==> config.mk <==
export PLATFORM = sky130hd
export DESIGN_NAME = pvm_ctrl
export DESIGN_NICKNAME = d
export VERILOG_FILES = /design/src/hw/rtl/pvm_pkg.sv /design/src/hw/rtl/pvm_ctrl.sv
export SDC_FILE = /design/constraint.sdc
export NUM_CORES = 1
export LEC_CHECK = 0
export BUFFER_PORTS_ARGS = -buffer_cell sky130_fd_sc_hd__buf_4
export CAP_MARGIN = 30
export CELL_PAD_IN_SITES_DETAIL_PLACEMENT = 1
export CELL_PAD_IN_SITES_GLOBAL_PLACEMENT = 2
export CORE_MARGIN = 2
export CORE_UTILIZATION = 22
export CTS_CLUSTER_SIZE = 28
export DETAILED_ROUTE_END_ITERATION = 8
export PLACE_DENSITY = 0.75
export SLEW_MARGIN = 0
export SYNTH_ARGS = -nofsm -noshare
export SYNTH_HDL_FRONTEND = slang
export SYNTH_SLANG_ARGS = --single-unit
==> constraint.sdc <==
create_clock -name clk_i -period 1.9 [get_ports clk_i]
set_input_delay 0.19 -clock clk_i [delete_from_list [all_inputs] [get_ports clk_i]]
set_output_delay 0.19 -clock clk_i [all_outputs]
set_load 0.05 [all_outputs]
==> src/hw/rtl/pvm_pkg.sv <==
// Shared types and constants for the PCM voice mixer.
`timescale 1ns / 1ps
package pvm_pkg;

  typedef enum logic [1:0] {
    MODE_LOAD = 2'd0,
    MODE_PLAY = 2'd1,
    MODE_TICK = 2'd2,
    MODE_STOP = 2'd3
  } mode_e;

  localparam int unsigned CfgFirstShared = 0;
  localparam int unsigned CfgStealId     = 1;

  localparam logic [4:0]  AnyVoice    = 5'd16;
  localparam int          RateDefault = 22050;
  localparam int          RateMin     = 100;
  localparam int          RateMax     = 100000;
  localparam logic [8:0]  UnityAbove  = 9'd250;

  // ceil(2^38 / 11025): (rate * StepRecip) >> StepShift equals (rate << 8) / 22050
  // for every rate up to well past RateMax.
  localparam logic [24:0] StepRecip = 25'd24932237;
  localparam int unsigned StepShift = 31;

  // Commands from the controller to the datapath.
  typedef struct packed {
    logic       play_setup;  // latch request fields and the clamped rate
    logic       step_calc;   // register the step from the reciprocal multiply
    logic       play_commit; // apply the play decision
    logic       tick_clear;  // clear the accumulator
    logic       tick_read;   // issue memory read for the current voice
    logic       tick_acc;    // accumulate and advance the current voice
    logic       tick_done;   // saturate the sum into the result
    logic       stop_all;    // deactivate voices 1 and up
    logic       load_write;  // write one sample word
  } pvm_cmd_t;

  typedef struct packed {
    logic voice_last;
  } pvm_stat_t;

endpackage

==> src/hw/rtl/pvm_ctrl.sv <==
// Sequencer for the PCM voice mixer.
`timescale 1ns / 1ps
module pvm_ctrl (
  input  logic              clk_i,
  input  logic              rst_ni,
  input  logic              start_i,
  input  logic [1:0]        mode_i,
  input  pvm_pkg::pvm_stat_t stat_i,
  output pvm_pkg::pvm_cmd_t cmd_o,
  output logic              busy_o,
  output logic              done_o
);

  typedef enum logic [2:0] {
    S_IDLE, S_STEP, S_COMMIT, S_READ, S_ACC, S_SAT
  } state_e;

  state_e state_q;
  logic   done_q;

  always_ff @(posedge clk_i or negedge rst_ni) begin
    if (!rst_ni) begin
      state_q <= S_IDLE;
      done_q  <= 1'b0;
    end else begin
      done_q <= 1'b0;
      unique case (state_q)
        S_IDLE: begin
          if (start_i) begin
            unique case (pvm_pkg::mode_e'(mode_i))
              pvm_pkg::MODE_PLAY: state_q <= S_STEP;
              pvm_pkg::MODE_TICK: state_q <= S_READ;
              default:            done_q  <= 1'b1;
            endcase
          end
        end
        S_STEP:   state_q <= S_COMMIT;
        S_COMMIT: begin
          state_q <= S_IDLE;
          done_q  <= 1'b1;
        end
        S_READ:   state_q <= S_ACC;
        S_ACC:    state_q <= stat_i.voice_last ? S_SAT : S_READ;
        S_SAT: begin
          state_q <= S_IDLE;
          done_q  <= 1'b1;
        end
        default:  state_q <= S_IDLE;
      endcase
    end
  end

  logic idle_start;
  assign idle_start = (state_q == S_IDLE) && start_i;

  always_comb begin
    cmd_o             = '0;
    cmd_o.play_setup  = idle_start && (mode_i == pvm_pkg::MODE_PLAY);
    cmd_o.tick_clear  = idle_start && (mode_i == pvm_pkg::MODE_TICK);
    cmd_o.load_write  = idle_start && (mode_i == pvm_pkg::MODE_LOAD);
    cmd_o.stop_all    = idle_start && (mode_i == pvm_pkg::MODE_STOP);
    cmd_o.step_calc   = (state_q == S_STEP);
    cmd_o.play_commit = (state_q == S_COMMIT);
    cmd_o.tick_read   = (state_q == S_READ);
    cmd_o.tick_acc    = (state_q == S_ACC);
    cmd_o.tick_done   = (state_q == S_SAT);
  end

  assign busy_o = (state_q != S_IDLE) || done_q;
  assign done_o = done_q;

endmodule

# Word-level counts from Yosys, hierarchy flattened
# Index checks and enable logic that the tools add are counted.
[classes]
addsub = 0
mul = 0
div = 0
order_cmp = 0
n_eq_ne = 10
shifts = 0
n_mux = 7
bitwise = 0
reduce_logical = 12
[op_table]
columns = ["cell", "count"]
rows = [
  ["$pmux W3 S4", 1],
  ["$eq A3 B2 Y1 const B", 2],
  ["$eq A3 B3 Y1 const B", 2],
  ["$mux W3", 2],
  ["$pmux W3 S2", 1],
  ["$logic_and A1 B1 Y1", 5],
  ["$eq A2 B2 Y1 const B", 2],
  ["$reduce_or A2 Y1", 2],
  ["$eq A3 B1 Y1 const B", 1],
  ["$logic_not A3 Y1", 1],
  ["$ne A3 B1 Y1 const B", 1],
  ["$reduce_bool A3 Y1", 1],
  ["$eq A2 B1 Y1 const B", 1],
  ["$logic_not A2 Y1", 1],
  ["$mux W1", 2],
  ["$ne A2 B2 Y1 const B", 1],
  ["$pmux W1 S2", 1],
  ["$reduce_and A2 Y1", 1],
  ["$logic_or A1 B1 Y1", 1],
]
[totals]
ff_bits = 4
latchBits = 0
ramBits = 0
rom_bits = 0
in_bits = 6
output_inout_bits = 11
wordCells = 31
n_memories = 0

# Longest topological paths before layout
# Gate-level depths: netlist (run 1).
[logic_depth]
word_depth = 5
mapped_depth = 5

# Least setup slack after synthesis (run 1)
# OpenSTA, ideal clock, no wires.
[synth_path]
kind = "register to output"
from = "register state_q[1]"
to = "output cmd_o[7] (netlist name)"
arrival_ns = 1.684
path_slack_ns = 0.026
stages_incl_launch_ff = 3
path_buffers = 1
cell_sequence = "dfrtp_1 > buf_2 > nor3b_1"
[synth_lines]
columns = ["element", "line", "source"]
rows = [
  ["start, declared", "pvm_ctrl.sv:18", "state_e state_q;"],
  ["start signal, assigned", "pvm_ctrl.sv:43", "S_ACC: state_q <= stat_i.voice_last ? S_SAT : S_READ;"],
  ["end, declared", "pvm_ctrl.sv:9", "output pvm_pkg::pvm_cmd_t cmd_o,"],
]

==> flow_summary_export.csv, run 1 <==
group,metric,value,unit
cts,clockBufferDepth,2,
synthesis,synthesis.nets,46,
cells_and_area,final_cell_mix,"16 x buf_4, 5 x nor2_1, 5 x and2_1",
placed_design,placed_area,444,sq um
critical_path,cpPeakStageDelay,0.49,ns
synthesis,post-synth-top-area-fraction,0.323,
timing,period_share,0.870,
critical_path,path_cells,"nor4b_2, and2_1, buf_4",
critical_path,crit_family,"simple AND/OR/NAND/NOR gates",
drt,routed_via_density,4.37,
run,maxCapViolCount,0,
power_and_ir_drop,cellLeakagePower,0.257,nW
floorplan,rows,13,
critical_path,arrival,1.46,ns
critical_path,critPathLaunchType,"flip-flop",
synthesis,synth_warnings,0,
placed_design,gp_congestion,0.726,
grt,antenna_found_initial,0,
drt,wl_per_cell,10.6,microns
synthesis,synthesis.area,310,sq um
critical_path,path_max_fanout,11,
synthesis,ys_seq_area_frac,0.323,
synthesis,avgSynthCellArea,8.62,sq um
timing,maxSlewViolCount,0,
cells_and_area,final_util,0.366,
drt,drtIter0Drc,4,
drt,routed_wirelength,739,microns
floorplan,ios,17,
cts,hold_buffers,1,
critical_path,critPathCaptureType,"output pin",
critical_path,crit_buf_inv,1,
cells_and_area,layout.cells.most_common,"buf_4",
floorplan,dieArea,1730,sq um
grt,grt_max_degree,12,
cts,htreeDepth,1,
synthesis,ys_types,16,
placed_design,dp_hpwl,592,microns
drt,final_antenna_net_count,0,
drt,drc,0,
synthesis,synth_seq_cells,4,
grt,grt_pass1_wl,1.24,mm
cts,cts-root-buf,"clkbuf_4",
synthesis,yosys-top-cells-area,"dfrtp_1 32%, ha_1 16%, and2_1 10%",
floorplan,die_h,41.6,microns
timing,fmax,605,MHz
timing,setup_violations,0,
cells_and_area,n_antenna_cell,0,
critical_path,crit_type,"flip-flop to output pin",
cts,cts.clk_slew.worst_paths,0.04,ns
grt,grt_pass1_vias,288,
power_and_ir_drop,peakVddDrop,0.581,mV
timing,max_slew_margin,0.760,
timing,rsz0062_at_grt,"false",
grt,grt-ovfl-total,0,
floorplan,initial_core_util,0.238,
floorplan,core_area,1300,sq um
placed_design,numPortBuffers,16,
cts,post_cts_buffers,0,
cells_and_area,final_nets,67,
timing,hold_violations,0,
cts,post_cts_resized,0,
critical_path,worst_path_max_delay_cell,"dfrtp_1",
grt,grt_usage,0.0911,
worst_hold_path,hold_class,"input port to flip-flop",
power_and_ir_drop,p_per_area,1570,nW/um^2
floorplan,die_w,41.6,microns
run_status,status,"completed",
critical_path,required,1.71,ns
drt,dr.pass1.iters,2,
synthesis,synth_top_cell_by_area,"dfrtp_1",
timing,setup_tns,0,ns
synthesis,syn_inst,36,
drt,dr_total_vias,306,
timing,finClkSkew,0.00123,ns
cells_and_area,layout-drive-gt1-share,0.400,
timing,worstMarginPinSlew,0.360,ns
cts,cts_tree,"yes",
cts,cts.sinks,4,
cells_and_area,fill_cells,178,
cells_and_area,areaGrowthSynthToFinish,53.6,%
cts,numCtsBuffers,3,
cts,clk-insertion-delay-late,0.23,ns
cells_and_area,stdcell_area,477,sq um
timing,period_needed,1.65,ns
path summary, 6_finish.rpt:
path                                 start          to  slack [ns]  depth (start not counted)
worst max-delay path            state_q[1]    cmd_o[8]        0.25                          3
worst min-delay path                stat_i  state_q[2]        0.18                          2
worst max register to register  state_q[1]  state_q[2]        0.88                          2
worst min register to register  state_q[0]  state_q[0]        0.62                          1
max in group asynchronous           rst_ni  state_q[2]        1.51                          2
min in group asynchronous           rst_ni      done_o        0.29                          2
per-stage QoR:
step / worst slack (ns) / power (mW) / std cells / hold slack, ns
detailed placement: 0.490 / 0.646 / 66 / -0.0109
floorplan: 0.0264 / 0.510 / 36 / -0.106
global placement: 0.531 / 0.646 / 66 / -0.0116
CTS: 0.238 / 0.757 / 70 / 0.175
finish: 0.247 / 0.748 / 70 / 0.176
global route: 0.172 / 0.793 / 70 / 0.189
flip-flops by register name, summed over array words and instances, names as in the netlist:
| name | cells |
|---|---|
| state_q | 3 |
| done_o | 1 |
per-layer routing:
metal / up-vias / share of wire / track usage
met5: - / 0 / 0
met2: 9 / 0.49 / 0.131
met3: 0 / 0.060 / 0.0391
met1: 139 / 0.45 / 0.126
met4: 0 / 0 / 0.0194
li1: 158 / - / -
power breakdown:
part           internal, mW  total [mW]  switching (mW)
clock                0.0705       0.103          0.0324
sequential            0.118       0.181          0.0633
combinational         0.146       0.464           0.318
total                 0.334       0.748           0.414
synth_stat cells, drive strengths merged:
cell type	n
and2	5
nor2	5
dfrtp	4
ha	4
inv	3
nand2	3
o21ai	3
a211oi	2
a21o	1
and3	1
buf	1
nor2b	1
nor3	1
nor3b	1
nor4b	1
cell families after synthesis:
logic type / Yosys count / synth area share
and+or+nand+nor: 18 / 0.343
AOI/OAI and AO/OA: 6 / 0.121
buffers and inverters: 4 / 0.0524
adders and majority gates: 4 / 0.161
DFF: 4 / 0.323
cell type report:
| type | instances | area, sq um | share of cell area |
|---|---|---|---|
| Multi-Input combinational cell | 28 | 194 | 0.407 |
| Tap cell | 15 | 18.8 | 0.0394 |
| Sequential cell | 4 | 100 | 0.210 |
| Inverter | 3 | 11.3 | 0.0236 |
| Clock buffer | 3 | 22.5 | 0.0472 |
| Timing Repair Buffer | 17 | 130 | 0.273 |
Note: power is estimated with default switching activity, not from simulation.
==> run 2: changes to the inputs <==
--- a/config.mk
+++ b/config.mk
@@ -9,7 +9,6 @@
 export CAP_MARGIN = 30
 export CELL_PAD_IN_SITES_DETAIL_PLACEMENT = 1
 export CELL_PAD_IN_SITES_GLOBAL_PLACEMENT = 2
-export CORE_MARGIN = 2
 export CORE_UTILIZATION = 22
 export CTS_CLUSTER_SIZE = 28
 export DETAILED_ROUTE_END_ITERATION = 8
==> run 2 against run 1 <==
- flip-flop and latch count unchanged
- global-route usage up 1.9 points
- clock skew up 0.0039 ns
- critical path depth unchanged
- first-iteration DRC count down 50%
- sequential power about the same
- count of clock-buffer cells in the layout unchanged
- core utilization unchanged
- critical path type unchanged
- critical endpoint is now cmd_o[5]
- largest cell class unchanged
==> flow_summary_export.csv, run 2 (same netlist as run 1, synthesis figures left out) <==
group,metric,value,unit
placed_design,numPortBuffers,16,
drt,drtIter0Drc,2,
power_and_ir_drop,peakVddDrop,0.512,mV
cts,post_cts_buffers,0,
timing,setup_violations,0,
timing,maxSlewViolCount,0,
timing,rsz0062_at_grt,"false",
cts,clk-insertion-delay-late,0.24,ns
critical_path,arrival,1.45,ns
floorplan,dieArea,1560,sq um
timing,setup_tns,0,ns
grt,grt_max_degree,12,
cts,cts.clk_slew.worst_paths,0.04,ns
cts,clockBufferDepth,2,
cells_and_area,final_cell_mix,"16 x buf_4, 5 x nor2_1, 5 x and2_1",
placed_design,gp_congestion,0.722,
worst_hold_path,hold_class,"input port to flip-flop",
cts,hold_buffers,1,
timing,finClkSkew,0.00515,ns
cts,htreeDepth,1,
cts,post_cts_resized,0,
cells_and_area,top_register,"state_q",
drt,routed_wirelength,708,microns
cells_and_area,final_nets,67,
placed_design,dp_hpwl,565,microns
floorplan,die_h,39.6,microns
grt,grt_pass1_vias,255,
floorplan,initial_core_util,0.238,
timing,period_needed,1.64,ns
drt,dr.pass1.iters,2,
drt,routed_via_density,4.41,
critical_path,critPathCaptureType,"output pin",
cells_and_area,largest_register_ffs,3,
critical_path,crit_type,"flip-flop to output pin",
critical_path,critPathLaunchType,"flip-flop",
grt,grt_pass1_wl,1.06,mm
cells_and_area,layout-drive-gt1-share,0.400,
timing,fmax,610,MHz
timing,worstMarginPinSlew,0.335,ns
floorplan,core_area,1300,sq um
drt,drc,0,
cts,cts-root-buf,"clkbuf_4",
run_status,status,"completed",
cells_and_area,fill_cells,168,
critical_path,required,1.71,ns
drt,wl_per_cell,10.1,microns
power_and_ir_drop,cellLeakagePower,0.257,nW
grt,grt-ovfl-total,0,
floorplan,die_w,39.6,microns
cells_and_area,areaGrowthSynthToFinish,53.6,%
cts,numCtsBuffers,3,
timing,hold_violations,0,
power_and_ir_drop,p_per_area,1570,nW/um^2
grt,antenna_found_initial,0,
critical_path,path_max_fanout,11,
floorplan,rows,13,
drt,final_antenna_net_count,0,
floorplan,ios,17,
cells_and_area,n_antenna_cell,0,
cts,cts.sinks,4,
run,maxCapViolCount,0,
timing,max_slew_margin,0.777,
grt,grt_usage,0.110,
cts,cts_tree,"yes",
drt,dr_total_vias,309,
cells_and_area,layout.cells.most_common,"buf_4",
timing,period_share,0.863,
power_and_ir_drop,power,748,uW
==> run 2: cell counts in the layout (fill, tap and decap cells not counted) <==
Identical to the previous run, type by type.
==> run 2: metal layers <==
layer | track usage | share of wire | vias to the layer above
met4 | 0.0517 | 0.024 | 0
li1 | - | - | 159
met3 | 0.0682 | 0.062 | 2
met1 | 0.134 | 0.44 | 139
met2 | 0.148 | 0.47 | 9
met5 | 0 | 0 | -
==> run 2: cell type report <==
type,instances,area [sq um],share of cell area
Clock buffer,3,22.5,0.0472
Inverter,3,11.3,0.0236
Multi-Input combinational cell,28,194,0.407
Sequential cell,4,100,0.210
Tap cell,15,18.8,0.0394
Timing Repair Buffer,17,130,0.273
==> run 2: critical path, stage by stage (launching register included) <==
cell and delay [ns]:
dfrtp_1 0.48, nor4b_2 0.35, and2_1 0.18, buf_4 0.19
==> run 2: metrics by stage <==
| stage | setup WS [ns] | hold WS, ns | utilization | area, sq um | instances |
|---|---|---|---|---|---|
| finish | 0.261 | 0.166 | 0.366 | 477 | 70 |
| global route | 0.177 | 0.167 | 0.366 | 477 | 70 |
| CTS | 0.230 | 0.160 | 0.366 | 477 | 70 |
| detailed placement | 0.500 | -0.0115 | 0.341 | 444 | 66 |
| global placement | 0.528 | -0.0119 | 0.341 | 444 | 66 |
| floorplan | 0.0264 | -0.106 | - | 310 | 36 |
==> run 2: worst paths after layout <==
path | startpoint | end | slack, ns | depth (start not counted)
max in group asynchronous | rst_ni | state_q[2] | 1.52 | 2
hold / removal | stat_i | state_q[2] | 0.17 | 2
setup / recovery | state_q[1] | cmd_o[5] | 0.26 | 3
setup reg to reg | state_q[1] | state_q[2] | 0.90 | 2
min in group asynchronous | rst_ni | done_o | 0.28 | 2
hold reg to reg | state_q[0] | state_q[0] | 0.63 | 1
==> run 2: report_power, final <==
group	leakage [nW]	switching, mW	internal, mW
registers	0.0525	0.0619	0.118
clock network	0.0138	0.0376	0.0708
logic	0.191	0.314	0.146
total	0.257	0.414	0.334
